## src/rtl/assert_macros.svh

```systemverilog
// Assertion macros shared by the version chunk directory modules.
`ifndef ASSERT_MACROS_SVH
`define ASSERT_MACROS_SVH

// Property checked at every edge outside reset.
`define VCD_ASSERT(lbl, clk, rst, prop, msg) \
   lbl: assert property (@(posedge clk) disable iff (rst) (prop)) \
      else $error(msg);

// Condition in one cycle implies a consequence in the next.
`define VCD_ASSERT_NEXT(lbl, clk, rst, ante, cons, msg) \
   lbl: assert property (@(posedge clk) disable iff (rst) (ante) |=> (cons)) \
      else $error(msg);

`endif

```

## src/rtl/vcd_pkg.sv

```systemverilog
// Types and constants of the version chunk directory.
package vcd_pkg;

   localparam int unsigned REQ_DATA_W = 72;
   localparam int unsigned RSP_DATA_W = 80;

   localparam logic [1:0] ACT_START  = 2'd0;
   localparam logic [1:0] ACT_APPEND = 2'd1;
   localparam logic [1:0] ACT_LOOKUP = 2'd2;

   typedef enum logic [1:0] {
      STS_OK   = 2'd0,
      STS_MISS = 2'd1,
      STS_FULL = 2'd2,
      STS_OVFL = 2'd3
   } status_type;

   // Write broadcast to the cell row.
   typedef struct packed {
      logic        en;
      logic [31:0] ver;
      logic [31:0] end_val;
      logic [1:0]  flags;
   } wr_type;

   // Compare bits held by each cell.
   typedef struct packed {
      logic lt;
      logic eq;
      logic gt0;
   } cmp_type;

   // Readout link between neighboring cells.
   typedef struct packed {
      logic        tok;
      logic [31:0] end_val;
      logic [31:0] prev_val;
      logic [1:0]  flags;
   } link_type;

   // Search unit status toward the controller.
   typedef struct packed {
      logic done;
      logic found;
   } srch_type;

endpackage

```

## src/rtl/vcd_cell.sv

```systemverilog
// One directory cell: holds an entry, compares it, passes the readout link on.
module vcd_cell import vcd_pkg::*; #(
   parameter int unsigned IW = 4,
   parameter int unsigned K  = 0
) (
   input  logic          clock,
   input  logic          reset,
   input  wr_type        wr,
   input  logic [IW-1:0] wr_idx,
   input  logic [31:0]   id,
   input  logic [31:0]   ver0,
   input  logic [31:0]   prev_end,
   output logic [31:0]   end_o,
   output cmp_type       cmp,
   input  logic [IW-1:0] sel,
   input  link_type      link_i,
   output link_type      link_o
);

   logic [31:0] ver_ff, ver_in;
   logic [31:0] end_ff, end_in;
   logic [1:0]  flg_ff, flg_in;
   cmp_type     cmp_ff, cmp_in;
   link_type    link_ff, link_in;
   logic        hit;

   assign hit = wr.en && (wr_idx == IW'(K));

   always_comb begin
      ver_in = hit ? wr.ver : ver_ff;
      end_in = hit ? wr.end_val : end_ff;
      flg_in = hit ? wr.flags : flg_ff;
      cmp_in.lt  = ver_ff < id;
      cmp_in.eq  = ver_ff == id;
      cmp_in.gt0 = ver0 > ver_ff;
      link_in = link_i;
      // insert own entry when the token passes the selected cell
      if (link_i.tok && (sel == IW'(K))) begin
         link_in.end_val  = end_ff;
         link_in.prev_val = prev_end;
         link_in.flags    = flg_ff;
      end
   end

   always_ff @(posedge clock) begin
      ver_ff  <= ver_in;
      end_ff  <= end_in;
      flg_ff  <= flg_in;
      cmp_ff  <= cmp_in;
      link_ff <= link_in;
      if (reset) begin
         link_ff.tok <= 1'b0;
      end
   end

   assign end_o  = end_ff;
   assign cmp    = cmp_ff;
   assign link_o = link_ff;

endmodule

```

## src/rtl/vcd_search.sv

```systemverilog
// Lower-bound binary search over the compare bits of the cell row.
module vcd_search import vcd_pkg::*; #(
   parameter int unsigned TABLE_DEPTH = 16
) (
   input  logic                             clock,
   input  logic                             reset,
   input  logic                             start,
   input  logic [$clog2(TABLE_DEPTH+1)-1:0] count,
   input  logic [TABLE_DEPTH-1:0]           lt,
   input  logic [TABLE_DEPTH-1:0]           eq,
   input  logic [TABLE_DEPTH-1:0]           gt0,
   output srch_type                         stat,
   output logic [$clog2(TABLE_DEPTH)-1:0]   pos
);

   `include "assert_macros.svh"

   localparam int unsigned IW = $clog2(TABLE_DEPTH);
   localparam int unsigned CW = $clog2(TABLE_DEPTH + 1);

   logic          busy_ff, busy_in;
   logic          desc_ff, desc_in;
   logic [CW-1:0] first_ff, first_in;
   logic [CW-1:0] len_ff, len_in;
   logic [CW-1:0] half, mid, lmid, last, phys;
   logic          done;

   assign last = count - CW'(1);
   assign half = len_ff >> 1;
   assign mid  = first_ff + half;
   // logical position maps to the far end of the row in descending order
   assign lmid = desc_ff ? (last - mid) : mid;
   assign phys = desc_ff ? (last - first_ff) : first_ff;
   assign done = busy_ff && (len_ff == '0);

   always_comb begin
      busy_in  = busy_ff;
      desc_in  = desc_ff;
      first_in = first_ff;
      len_in   = len_ff;
      if (start) begin
         busy_in  = 1'b1;
         first_in = '0;
         len_in   = count;
         desc_in  = (count > CW'(1)) && gt0[last[IW-1:0]];
      end else if (busy_ff && (len_ff != '0)) begin
         if (lt[lmid[IW-1:0]]) begin
            first_in = mid + CW'(1);
            len_in   = len_ff - half - CW'(1);
         end else begin
            len_in = half;
         end
      end else if (busy_ff) begin
         busy_in = 1'b0;
      end
   end

   always_ff @(posedge clock) begin
      if (reset) begin
         busy_ff  <= 1'b0;
         desc_ff  <= 1'b0;
         first_ff <= '0;
         len_ff   <= '0;
      end else begin
         busy_ff  <= busy_in;
         desc_ff  <= desc_in;
         first_ff <= first_in;
         len_ff   <= len_in;
      end
   end

   assign stat.done  = done;
   assign stat.found = done && (first_ff < count) && eq[phys[IW-1:0]];
   assign pos        = phys[IW-1:0];

   `VCD_ASSERT_NEXT(a_len_shrinks, clock, reset, busy_ff && (len_ff != '0), len_ff < $past(len_ff), "search range did not shrink")

endmodule

```

## src/rtl/version_chunk_directory_core.sv

```systemverilog
// Top level of the version chunk directory: controller, cell row and result register.
//
//  channel | dir | handshake             | payload
//  req     | in  | req_tvalid/req_tready | tuser action; tdata id, size, flags
//  rsp     | out | rsp_tvalid/rsp_tready | tuser status; tdata index .. count
//
//  Start and append items pass the write and output states before the result is registered.
//  A lookup passes the compare and seed states, then does one search
//  step per cycle, then the readout token walks the whole cell row.
//  One item is worked on at a time; a new item is accepted while the result
//  register still waits for rsp_tready. Reset clears the count and top offset;
//  entries hold no reset value.
module version_chunk_directory_core import vcd_pkg::*; #(
   parameter int unsigned TABLE_DEPTH = 16
) (
   input  logic                  clock,
   input  logic                  reset,
   input  logic                  req_tvalid,
   output logic                  req_tready,
   // version_id[31:0], chunk_size[63:32], is_sparse[64], is_rle[65], zero pad
   input  logic [REQ_DATA_W-1:0] req_tdata,
   // action[1:0]
   input  logic [1:0]            req_tuser,
   output logic                  rsp_tvalid,
   input  logic                  rsp_tready,
   // entry_index[3:0], data_offset[35:4], data_size[67:36], found_sparse[68],
   // found_rle[69], materialized[70], entry_count[75:71], zero pad
   output logic [RSP_DATA_W-1:0] rsp_tdata,
   // status[1:0]
   output logic [1:0]            rsp_tuser
);

   `include "assert_macros.svh"

   localparam int unsigned IW = $clog2(TABLE_DEPTH);
   localparam int unsigned CW = $clog2(TABLE_DEPTH + 1);

   typedef enum logic [6:0] {
      ST_IDLE  = 7'b0000001,
      ST_CMP   = 7'b0000010,
      ST_SEED  = 7'b0000100,
      ST_SRCH  = 7'b0001000,
      ST_READ  = 7'b0010000,
      ST_WRITE = 7'b0100000,
      ST_OUT   = 7'b1000000
   } state_type;

   state_type     state_ff, state_in;
   logic [1:0]    act_ff, act_in;
   logic [31:0]   id_ff, id_in;
   logic [31:0]   size_ff, size_in;
   logic [1:0]    flg_ff, flg_in;
   logic [CW-1:0] count_ff, count_in;
   logic [31:0]   top_ff, top_in;
   logic [31:0]   ver0_ff, ver0_in;
   logic [IW-1:0] sel_ff, sel_in;
   logic          launch_ff, launch_in;
   status_type    rstat_ff, rstat_in;
   logic [IW-1:0] ridx_ff, ridx_in;
   logic [31:0]   roff_ff, roff_in;
   logic [31:0]   rsize_ff, rsize_in;
   logic [1:0]    rflg_ff, rflg_in;
   logic          rsp_tvalid_ff, rsp_tvalid_in;
   logic [RSP_DATA_W-1:0] rsp_tdata_ff, rsp_tdata_in;
   logic [1:0]    rsp_tuser_ff, rsp_tuser_in;

   wr_type        wr;
   logic [IW-1:0] wr_idx;
   logic [32:0]   sum;
   logic          load;
   logic          mat;
   srch_type      stat;
   logic [IW-1:0] pos;
   logic [TABLE_DEPTH-1:0] lt, eq, gt0;
   logic [31:0]   end_w [TABLE_DEPTH];
   cmp_type       cmp_w [TABLE_DEPTH];
   link_type      link_w [TABLE_DEPTH+1];

   assign req_tready = (state_ff == ST_IDLE);
   assign sum  = {1'b0, top_ff} + {1'b0, size_ff};
   assign load = (state_ff == ST_OUT) && (!rsp_tvalid_ff || rsp_tready);
   assign mat  = (rstat_ff == STS_OK) && (ridx_ff == '0);

   always_comb begin
      state_in  = state_ff;
      act_in    = act_ff;
      id_in     = id_ff;
      size_in   = size_ff;
      flg_in    = flg_ff;
      count_in  = count_ff;
      top_in    = top_ff;
      ver0_in   = ver0_ff;
      sel_in    = sel_ff;
      launch_in = 1'b0;
      rstat_in  = rstat_ff;
      ridx_in   = ridx_ff;
      roff_in   = roff_ff;
      rsize_in  = rsize_ff;
      rflg_in   = rflg_ff;
      wr        = '0;
      wr_idx    = '0;
      unique case (state_ff)
         ST_IDLE: begin
            if (req_tvalid) begin
               act_in  = req_tuser;
               id_in   = req_tdata[31:0];
               size_in = req_tdata[63:32];
               flg_in  = req_tdata[65:64];
               if ((req_tuser == ACT_START) || (req_tuser == ACT_APPEND)) begin
                  state_in = ST_WRITE;
               end else begin
                  state_in = ST_CMP;
               end
            end
         end
         ST_CMP: begin
            state_in = ST_SEED;
         end
         ST_SEED: begin
            state_in = ST_SRCH;
         end
         ST_SRCH: begin
            if (stat.done) begin
               if (stat.found) begin
                  sel_in    = pos;
                  launch_in = 1'b1;
                  state_in  = ST_READ;
               end else begin
                  rstat_in = STS_MISS;
                  ridx_in  = '0;
                  roff_in  = '0;
                  rsize_in = '0;
                  rflg_in  = '0;
                  state_in = ST_OUT;
               end
            end
         end
         ST_READ: begin
            if (link_w[TABLE_DEPTH].tok) begin
               rstat_in = STS_OK;
               ridx_in  = sel_ff;
               roff_in  = link_w[TABLE_DEPTH].prev_val;
               rsize_in = link_w[TABLE_DEPTH].end_val - link_w[TABLE_DEPTH].prev_val;
               rflg_in  = link_w[TABLE_DEPTH].flags;
               state_in = ST_OUT;
            end
         end
         ST_WRITE: begin
            state_in = ST_OUT;
            rstat_in = STS_OK;
            ridx_in  = '0;
            roff_in  = '0;
            rsize_in = '0;
            rflg_in  = '0;
            if (act_ff == ACT_START) begin
               wr.en      = 1'b1;
               wr.ver     = id_ff;
               wr.end_val = size_ff;
               wr.flags   = flg_ff;
               count_in   = CW'(1);
               top_in     = size_ff;
               ver0_in    = id_ff;
               rsize_in   = size_ff;
               rflg_in    = flg_ff;
            end else if (count_ff == CW'(TABLE_DEPTH)) begin
               rstat_in = STS_FULL;
            end else if (sum[32]) begin
               rstat_in = STS_OVFL;
            end else begin
               wr.en      = 1'b1;
               wr.ver     = id_ff;
               wr.end_val = sum[31:0];
               wr.flags   = flg_ff;
               wr_idx     = count_ff[IW-1:0];
               count_in   = count_ff + CW'(1);
               top_in     = sum[31:0];
               if (count_ff == '0) begin
                  ver0_in = id_ff;
               end
               ridx_in  = count_ff[IW-1:0];
               roff_in  = top_ff;
               rsize_in = size_ff;
               rflg_in  = flg_ff;
            end
         end
         ST_OUT: begin
            if (load) begin
               state_in = ST_IDLE;
            end
         end
         default: begin
            state_in = ST_IDLE;
         end
      endcase
   end

   always_comb begin
      rsp_tvalid_in = rsp_tvalid_ff && !rsp_tready;
      rsp_tdata_in  = rsp_tdata_ff;
      rsp_tuser_in  = rsp_tuser_ff;
      if (load) begin
         rsp_tvalid_in = 1'b1;
         rsp_tuser_in  = rstat_ff;
         rsp_tdata_in  = {4'b0000, 5'(count_ff), mat, rflg_ff, rsize_ff, roff_ff,
                          4'(ridx_ff)};
      end
   end

   always_ff @(posedge clock) begin
      act_ff       <= act_in;
      id_ff        <= id_in;
      size_ff      <= size_in;
      flg_ff       <= flg_in;
      ver0_ff      <= ver0_in;
      sel_ff       <= sel_in;
      rstat_ff     <= rstat_in;
      ridx_ff      <= ridx_in;
      roff_ff      <= roff_in;
      rsize_ff     <= rsize_in;
      rflg_ff      <= rflg_in;
      rsp_tdata_ff <= rsp_tdata_in;
      rsp_tuser_ff <= rsp_tuser_in;
      if (reset) begin
         state_ff      <= ST_IDLE;
         count_ff      <= '0;
         top_ff        <= '0;
         launch_ff     <= 1'b0;
         rsp_tvalid_ff <= 1'b0;
      end else begin
         state_ff      <= state_in;
         count_ff      <= count_in;
         top_ff        <= top_in;
         launch_ff     <= launch_in;
         rsp_tvalid_ff <= rsp_tvalid_in;
      end
   end

   assign rsp_tvalid = rsp_tvalid_ff;
   assign rsp_tdata  = rsp_tdata_ff;
   assign rsp_tuser  = rsp_tuser_ff;

   // readout token enters at cell 0 with no previous end
   always_comb begin
      link_w[0]          = '0;
      link_w[0].tok      = launch_ff;
   end

   for (genvar k = 0; k < TABLE_DEPTH; k++) begin : g_cell
      logic [31:0] prev_end;
      if (k == 0) begin : g_first
         assign prev_end = '0;
      end else begin : g_rest
         assign prev_end = end_w[k-1];
      end
      vcd_cell #(
         .IW (IW),
         .K  (k)
      ) u_cell (
         .clock    (clock),
         .reset    (reset),
         .wr       (wr),
         .wr_idx   (wr_idx),
         .id       (id_ff),
         .ver0     (ver0_ff),
         .prev_end (prev_end),
         .end_o    (end_w[k]),
         .cmp      (cmp_w[k]),
         .sel      (sel_ff),
         .link_i   (link_w[k]),
         .link_o   (link_w[k+1])
      );
      assign lt[k]  = cmp_w[k].lt;
      assign eq[k]  = cmp_w[k].eq;
      assign gt0[k] = cmp_w[k].gt0;
   end

   vcd_search #(
      .TABLE_DEPTH (TABLE_DEPTH)
   ) u_search (
      .clock (clock),
      .reset (reset),
      .start (state_ff == ST_SEED),
      .count (count_ff),
      .lt    (lt),
      .eq    (eq),
      .gt0   (gt0),
      .stat  (stat),
      .pos   (pos)
   );

   `VCD_ASSERT_NEXT(a_accept_gap, clock, reset, req_tvalid && req_tready, !req_tready, "item accepted in back-to-back cycles")
   `VCD_ASSERT_NEXT(a_count_hold, clock, reset, state_ff != ST_WRITE, $stable(count_ff), "count changed outside a write")
   `VCD_ASSERT(a_count_range, clock, reset, count_ff <= CW'(TABLE_DEPTH), "count beyond table depth")
   `VCD_ASSERT(a_rsp_from_out, clock, reset, $rose(rsp_tvalid_ff) |-> $past(state_ff == ST_OUT), "result raised outside output state")

endmodule

```

## config.mk

```make
export PLATFORM = sky130hd
export DESIGN_NAME = version_chunk_directory_core
export DESIGN_NICKNAME = d
export VERILOG_FILES = /design/src/rtl/vcd_pkg.sv /design/src/rtl/vcd_cell.sv /design/src/rtl/vcd_search.sv /design/src/rtl/version_chunk_directory_core.sv
export VERILOG_INCLUDE_DIRS = /design/src /design/src/rtl
export SDC_FILE = /design/constraint.sdc
export NUM_CORES = 2
export LEC_CHECK = 0
export BUFFER_PORTS_ARGS = -buffer_cell sky130_fd_sc_hd__clkbuf_2
export CAP_MARGIN = 20
export CORE_ASPECT_RATIO = 1.2
export CORE_UTILIZATION = 25
export DETAILED_ROUTE_END_ITERATION = 6
export GPL_TIMING_DRIVEN = 0
export PLACE_DENSITY_LB_ADDON = 0.08
export RECOVER_POWER = 25
export REMOVE_ABC_BUFFERS = 1
export SYNTH_ARGS = -nofsm -noshare
export SYNTH_HDL_FRONTEND = slang
export SYNTH_SLANG_ARGS = --single-unit
```

## constraint.sdc

```tcl
create_clock -name clock -period 11.8 [get_ports clock]
set_input_delay 3.54 -clock clock [delete_from_list [all_inputs] [get_ports clock]]
set_output_delay 3.54 -clock clock [all_outputs]
set_load 0.01 [all_outputs]
```

Yosys cells after proc, flatten, opt, wreduce, memory -nomap -nowiden
Index checks and enable logic that the tools add are counted.
{"block": "word_totals", "in_bits": 78, "wordCells": 443, "reg_bits": 2456, "out_inout_bits": 84}
{"block": "op_classes", "n_reduce_logical": 65, "eq_ne": 63, "mux": 85, "n_addsub": 10, "magnitude_cmp": 37, "bitwise": 2}
{"cell": "two-way mux 66 bit", "count": 15}
{"cell": "two-way mux 32 bit", "count": 17}
{"cell": "== test 32 bit", "count": 16}
{"cell": "> comparator 32 bit", "count": 16}
{"cell": "< comparator 32 bit", "count": 16}
{"cell": "two-way mux 67 bit", "count": 4}
{"cell": "case mux 32 bit (3 select lines)", "count": 2}
{"cell": "== test 4 bit (second input constant)", "count": 16}
{"cell": "case mux 7 bit (7 select lines)", "count": 1}
{"cell": "logical AND 1 bit", "count": 40}
{"cell": "two-way mux 4 bit", "count": 9}
{"cell": "two-way mux 7 bit", "count": 5}
{"cell": "adder 32 x 32 -> 33 bit", "count": 1}
{"cell": "== test 4 x 3 -> 1 bit (second input constant)", "count": 8}
{"cell": "subtractor 32 bit", "count": 1}
{"cell": "two-way mux 5 bit", "count": 6}
{"cell": "two-way mux 2 bit", "count": 12}
{"cell": "== test 4 x 2 -> 1 bit (second input constant)", "count": 4}
{"cell": "< comparator 4 x 5 -> 1 bit (second input constant)", "count": 3}
{"cell": "binary-select mux 1 bit (select 4 bit)", "count": 3}
{"cell": "logical NOT 4 bit", "count": 3}
{"cell": "case mux 2 bit (3 select lines)", "count": 2}
{"cell": "case mux 4 bit (3 select lines)", "count": 1}
{"cell": "AND reduction 4 bit", "count": 3}
{"cell": "other kinds (34)", "count": 58}

Depth between registers and ports, before layout
{"block": "logic_depth", "ltp_word": 9, "depth_mapped": 15}

Cells and area by module
Synthesis repeated with hierarchy kept, for this count alone.
{"block": "unflattened", "cells_unflattened": 8523, "hier_area_um2": 108943.2}
{"module": "vcd_cell at g_cell[10].u_cell ...", "seq_area_each_um2": 3383.2, "area_each_um2": 5785.5, "instances": 5, "cells_each": 441}
{"module": "vcd_cell at g_cell[13].u_cell ...", "seq_area_each_um2": 3383.2, "area_each_um2": 5780.5, "instances": 3, "cells_each": 441}
{"module": "version_chunk_directory_core", "seq_area_each_um2": 8548.2, "area_each_um2": 14447.6, "instances": 1, "cells_each": 1256}
{"module": "vcd_cell at g_cell[1].u_cell ...", "seq_area_each_um2": 3383.2, "area_each_um2": 5794.3, "instances": 2, "cells_each": 441}
{"module": "vcd_cell at g_cell[11].u_cell ...", "seq_area_each_um2": 3383.2, "area_each_um2": 5786.8, "instances": 2, "cells_each": 441}
{"module": "vcd_cell at g_cell[4].u_cell ...", "seq_area_each_um2": 3383.2, "area_each_um2": 5784.3, "instances": 2, "cells_each": 441}
{"module": "vcd_cell at g_cell[0].u_cell", "seq_area_each_um2": 3383.2, "area_each_um2": 5801.8, "instances": 1, "cells_each": 441}
{"module": "vcd_cell at g_cell[15].u_cell", "seq_area_each_um2": 3383.2, "area_each_um2": 5784.3, "instances": 1, "cells_each": 442}
{"module": "vcd_search", "seq_area_each_um2": 240.2, "area_each_um2": 1909.3, "instances": 1, "cells_each": 210}

Worst setup path after synthesis
No wires, ideal clock.
{"block": "synth_timing", "path_kind": "register to register", "startpoint": "register size_ff[0]", "endpoint": "register g_cell[3].u_cell.end_ff[0], enable pin", "arrival_time_ns": 8.676, "setup_slack_ns": 2.471, "synth_period_minus_slack_ns": 9.329, "stages_incl_launch_ff": 12, "t_required_ns": 11.147, "setup_ns": 0.653, "path_cell_list": "edfxtp_1 ha_1 inv_1 fa_1 nor2b_4 o31a_1 o31ai_2 nand3_2 a211o_1 nor2b_1 nand3_1 nor4_1"}
{"block": "synth_via", "elab_chain_len": 7, "word_cells_on_any_way": 11}
{"element": "start: declaration", "line_no": "version_chunk_directory_core.sv:51", "rtl": "logic [31:0] size_ff, size_in;"}
{"element": "start signal: assignment", "line_no": "version_chunk_directory_core.sv:212", "rtl": "size_ff <= size_in;"}
{"element": "adder 32 x 32 -> 33 bit (*)", "line_no": "version_chunk_directory_core.sv:80", "rtl": "assign sum = {1'b0, top_ff} + {1'b0, size_ff};"}
{"element": "two-way mux 4 bit", "line_no": "version_chunk_directory_core.sv:167", "rtl": "end else if (sum[32]) begin"}
{"element": "two-way mux 4 bit", "line_no": "version_chunk_directory_core.sv:165", "rtl": "end else if (count_ff == CW'(TABLE_DEPTH)) begin"}
{"element": "two-way mux 4 bit", "line_no": "version_chunk_directory_core.sv:155", "rtl": "if (act_ff == ACT_START) begin"}
{"element": "two-way mux 4 bit", "line_no": "version_chunk_directory_core.sv:102", "rtl": "unique case (state_ff)"}
{"element": "== test 4 x 2 -> 1 bit", "line_no": "vcd_cell.sv:27", "rtl": "assign hit = wr.en && (wr_idx == IW'(K));"}
{"element": "logical AND 1 bit (*)", "line_no": "vcd_cell.sv:27"}
{"element": "named net g_cell[3].u_cell.hit", "line_no": "vcd_cell.sv:25", "rtl": "logic hit;"}
{"element": "end signal: assignment", "line_no": "vcd_cell.sv:47", "rtl": "end_ff <= end_in;"}
{"element": "end: declaration", "line_no": "vcd_cell.sv:21", "rtl": "logic [31:0] end_ff, end_in;"}
Mark *: on every way through the listed nets, which the timed path passes. The rest lies on a longest branch.
A chain may end at the register's enable or synchronous reset.

Worst setup path in the final report
{"block": "layout_timing", "startpoint": "register size_ff[0]", "endpoint": "register g_cell[11].u_cell.end_ff[28], enable pin"}
{"block": "layout_via", "elab_chain_len": 7, "word_cells_on_any_way": 11}
{"element": "adder 32 x 32 -> 33 bit (*)", "line_no": "version_chunk_directory_core.sv:80"}
{"element": "two-way mux 4 bit", "line_no": "version_chunk_directory_core.sv:167"}
{"element": "two-way mux 4 bit", "line_no": "version_chunk_directory_core.sv:165"}
{"element": "two-way mux 4 bit", "line_no": "version_chunk_directory_core.sv:155"}
{"element": "two-way mux 4 bit", "line_no": "version_chunk_directory_core.sv:102"}
{"element": "== test 4 bit", "line_no": "vcd_cell.sv:27"}
{"element": "logical AND 1 bit (*)", "line_no": "vcd_cell.sv:27"}
{"element": "named net g_cell[11].u_cell.hit", "line_no": "vcd_cell.sv:25"}
{"element": "end signal: assignment", "line_no": "vcd_cell.sv:47"}
{"element": "end: declaration", "line_no": "vcd_cell.sv:21"}
Marked as above.

==> qor.txt <==
# H-tree levels = 5
GRT Util Overall = 16.2%
Rows = 261
Hold Buf Count CTS = 0
die width = 595 um
status = finished, violations left
# IOs = 162
pre-CTS WS = 4.96 ns
share of cells above drive strength 1 = 21.5%
slew of the pin with the lowest slew margin = 3.42 ns
synthesis-stage register bit count = 2456
# DRC = 0
post-CTS sizing = 0
die area = 0.425 mm^2
layout filler cell count = 42100
DR pass1 iterations = 7
vias in the first global route = 67200
Hold Path Class = flop to flop
synthesized area = 0.106 mm^2
dpl hpwl = 260000 um
Syn Area/Cell = 13.2 um^2
count leader, synth = edfxtp_1
Initial Util = 25.1%
Post-synth EDFFs = 1310
CP Capture Type = flop
critical path peak fanout = 10
Lkg Pwr = 52.8 nW
cell taking the most area after synthesis = edfxtp_1
hold depth = 0
Post-Synth XOR/XNOR Area = 0.555%
nets@finish = 9760
Final GP Congestion = 0.824
Routed Antenna Nets = 0
fmax = 151 MHz
most common flop cell mapped by yosys = edfxtp_1
combinational family with the most area after synthesis = adder cells
Async SR Flop Fraction = 0%
Port-buffer cells = 151
Post-Synthesis Cells = 7994
flop2flop setup slack = 5.17 ns
Compound-Gate Fraction of Synth Area = 7.23%
Max IR drop VDD = 0.0988 mV
Max-slew headroom = -128%
Max Cap Viol = 20
WS Path Type = flop to flop
core area = 0.421 mm^2
initial antenna violation count = 19
setup ws final = 5.17 ns
Via density = 4.49
commonest cells in the synthesized netlist = 1310 x edfxtp_1, 1146 x dfxtp_1, 1113 x ha_1
via count = 64300
CTS tree = done
Syn. warnings = 0
register area share after synthesis = 59.0%
clock sink count = 2456
period utilisation layout = 56.2%
clock-pin slew on the worst setup and hold paths = 0.06 ns
Area growth syn-to-layout = 20.3%
setup TNS = 0 ns
setup repair after global routing missed its margin = no
Post-Route WL = 350000 um
largest net degree at the start of global routing = 58
CP Launch Type = flop
Placed Cells = 13800
adder-cell share of the synthesized area = 13.3%
mux contribution to synthesized area = 10.4%
CTS Buf Count = 282
PwrDens = 145 mW/mm^2
Die Y = 714 um
WL/cell = 24.5 um
CTS root buffer = clkbuf_16
Worst Hold Launch = roff_ff[5]$_DFFE_PP_
Post-CTS Repair Setup Buffers = 0
first-pass GRT wire length = 498000 um
Skew-Pair Late Insertion Delay = 0.92 ns
synth top area cells = edfxtp_1 37%, dfxtp_1 22%, ha_1 13%
GRT overflow = 0
CP Data Required Time = 12.40 ns
Post-Synth Simple-Gate Area = 6.65%
Fin Clk Skew = 0.0472 ns
Worst Hold Margin = 0.418 ns
maximum buffer depth of the clock tree = 4
fin crit period = 6.63 ns
WHS Endpoint = rsp_tdata[9]$_DFFE_PP_
Final setup viols = 0
final cell count without fillers = 14300
crit path DAT = 7.23 ns
Hold Vio Cnt, Final = 0
1st-iter DRT viols = 3485
Yosys top cell area share = 37.3%
r2r startpoint = size_ff[0]$_DFFE_PP_
failing checks = capacitance limit, slew limit
RR Endpoint = g_cell[11].u_cell.end_o[28]$_DFFE_PP_
worst r2r path cells = 18
Unique masters post-synth = 78
Pins Over Slew Limit = 648
## through the flow
stage,utilization [%],total power [W],area [um^2]
4_1_cts,30.4,0.0188,128000
2_1_floorplan,-,0.00955,105000
5_1_grt,30.2,0.0191,127000
3_3_place_gp,26.8,0.00985,113000
6_report,30.2,0.0185,127000
3_5_place_dp,28.2,0.00994,119000
## layout by cell type, fill, tap and decap left out, types with 43 or more instances in the layout
master / instances
buf_16: 76
clkinv_2: 43
buf_4: 49
buf_12: 48
nor2b_1: 158
clkbuf_8: 44
a211oi_1: 49
o21a_1: 94
o21ai_0: 277
inv_1: 628
mux2_2: 921
nand2b_1: 89
nand2_1: 348
edfxtp_1: 1310
ha_1: 1113
and2_1: 56
a21oi_1: 368
dfxtp_1: 1146
nand3_1: 56
buf_6: 49
nor2_1: 177
a21o_1: 247
nor3_1: 66
clkbuf_2: 138
clkbuf_16: 294
buf_8: 47
clkbuf_1: 115
nand4_1: 231
## logic make-up after synthesis
| kind of cell | Yosys count |
|---|---|
| flip-flops | 2456 |
| AND/OR/NAND/NOR | 1369 |
| XOR/XNOR | 66 |
| AO/OA/AOI/OAI | 1216 |
| other | 1 |
| multiplexers | 963 |
| adder cells (fa/ha/maj) | 1119 |
| buffers and inverters | 804 |
## per-layer routing
layer / GRT usage (%) / part of all wire [%] / routed length, um
met1: 21.3 / 45 / 159000
met2: 27.6 / 48 / 167000
met3: 2.07 / 3.7 / 13100
met4: 5.02 / 3.2 / 11300
met5: 0 / 0.0063 / 22
## cell type report
class / count / area, um^2 / area share, %
Sequential cell: 2456 / 62300 / 49.0
Multi-Input combinational cell: 4737 / 40800 / 32.1
Clock buffer: 408 / 8230 / 6.48
Tap cell: 5523 / 6910 / 5.44
Timing Repair Buffer: 457 / 5570 / 4.39
Inverter: 629 / 2370 / 1.86
Clock inverter: 106 / 858 / 0.676
Antenna cell: 5 / 12.5 / 0.00985
## registers in the layout (all words and copies together) (netlist names), 5 cells and up
register              cells
g_cell.u_cell.ver_ff    512
g_cell.u_cell.link_o   1040
g_cell.u_cell.end_o     512
count_ff                  5
top_ff                   32
state_ff                  7
u_search.len_ff           5
u_search.first_ff         5
g_cell.u_cell.flg_ff     32
ver0_ff                  32
size_ff                  32
g_cell.u_cell.cmp        48
rsp_tdata                76
rsize_ff                 32
roff_ff                  32
id_ff                    32
## worst max-delay path: stages (launching register included)
cell	delay, ns
edfxtp_1	0.45
ha_1	0.31
inv_1	0.10
fa_1	0.25
nor2b_4	0.06
o31a_1	0.32
o31ai_2	0.63
nand3_2	0.20
a211o_1	0.48
nor2b_1	0.49
nand3_1	0.63
nor3_2	1.05
buf_6	0.27
buf_8	0.16
buf_6	0.17
buf_6	0.18
buf_6	0.19
buf_6	0.17
buf_6	0.17
## worst max-delay path by stage
stage                                     from                               endpoint  slack, ns
after floorplan           size_ff[0]$_DFFE_PP_    g_cell[3].u_cell.end_o[0]$_DFFE_PP_       2.46
after global placement    size_ff[0]$_DFFE_PP_  g_cell[3].u_cell.ver_ff[22]$_DFFE_PP_      -10.0
after detailed placement  size_ff[0]$_DFFE_PP_  g_cell[11].u_cell.end_o[30]$_DFFE_PP_       4.96
after CTS                 size_ff[0]$_DFFE_PP_  g_cell[11].u_cell.end_o[29]$_DFFE_PP_       4.95
after global routing      size_ff[0]$_DFFE_PP_  g_cell[11].u_cell.end_o[30]$_DFFE_PP_       4.93
final                     size_ff[0]$_DFFE_PP_  g_cell[11].u_cell.end_o[28]$_DFFE_PP_       5.17
## report_power, final
group	total [W]	leakage [nW]	switching, W	internal (W)
Sequential	0.00902	21.7	0.0000426	0.00898
Combinational	0.000723	26.7	0.000458	0.000265
Clock	0.00871	4.47	0.00366	0.00506
Total	0.0185	52.8	0.00416	0.0143
(Power assumes the default switching activity.)
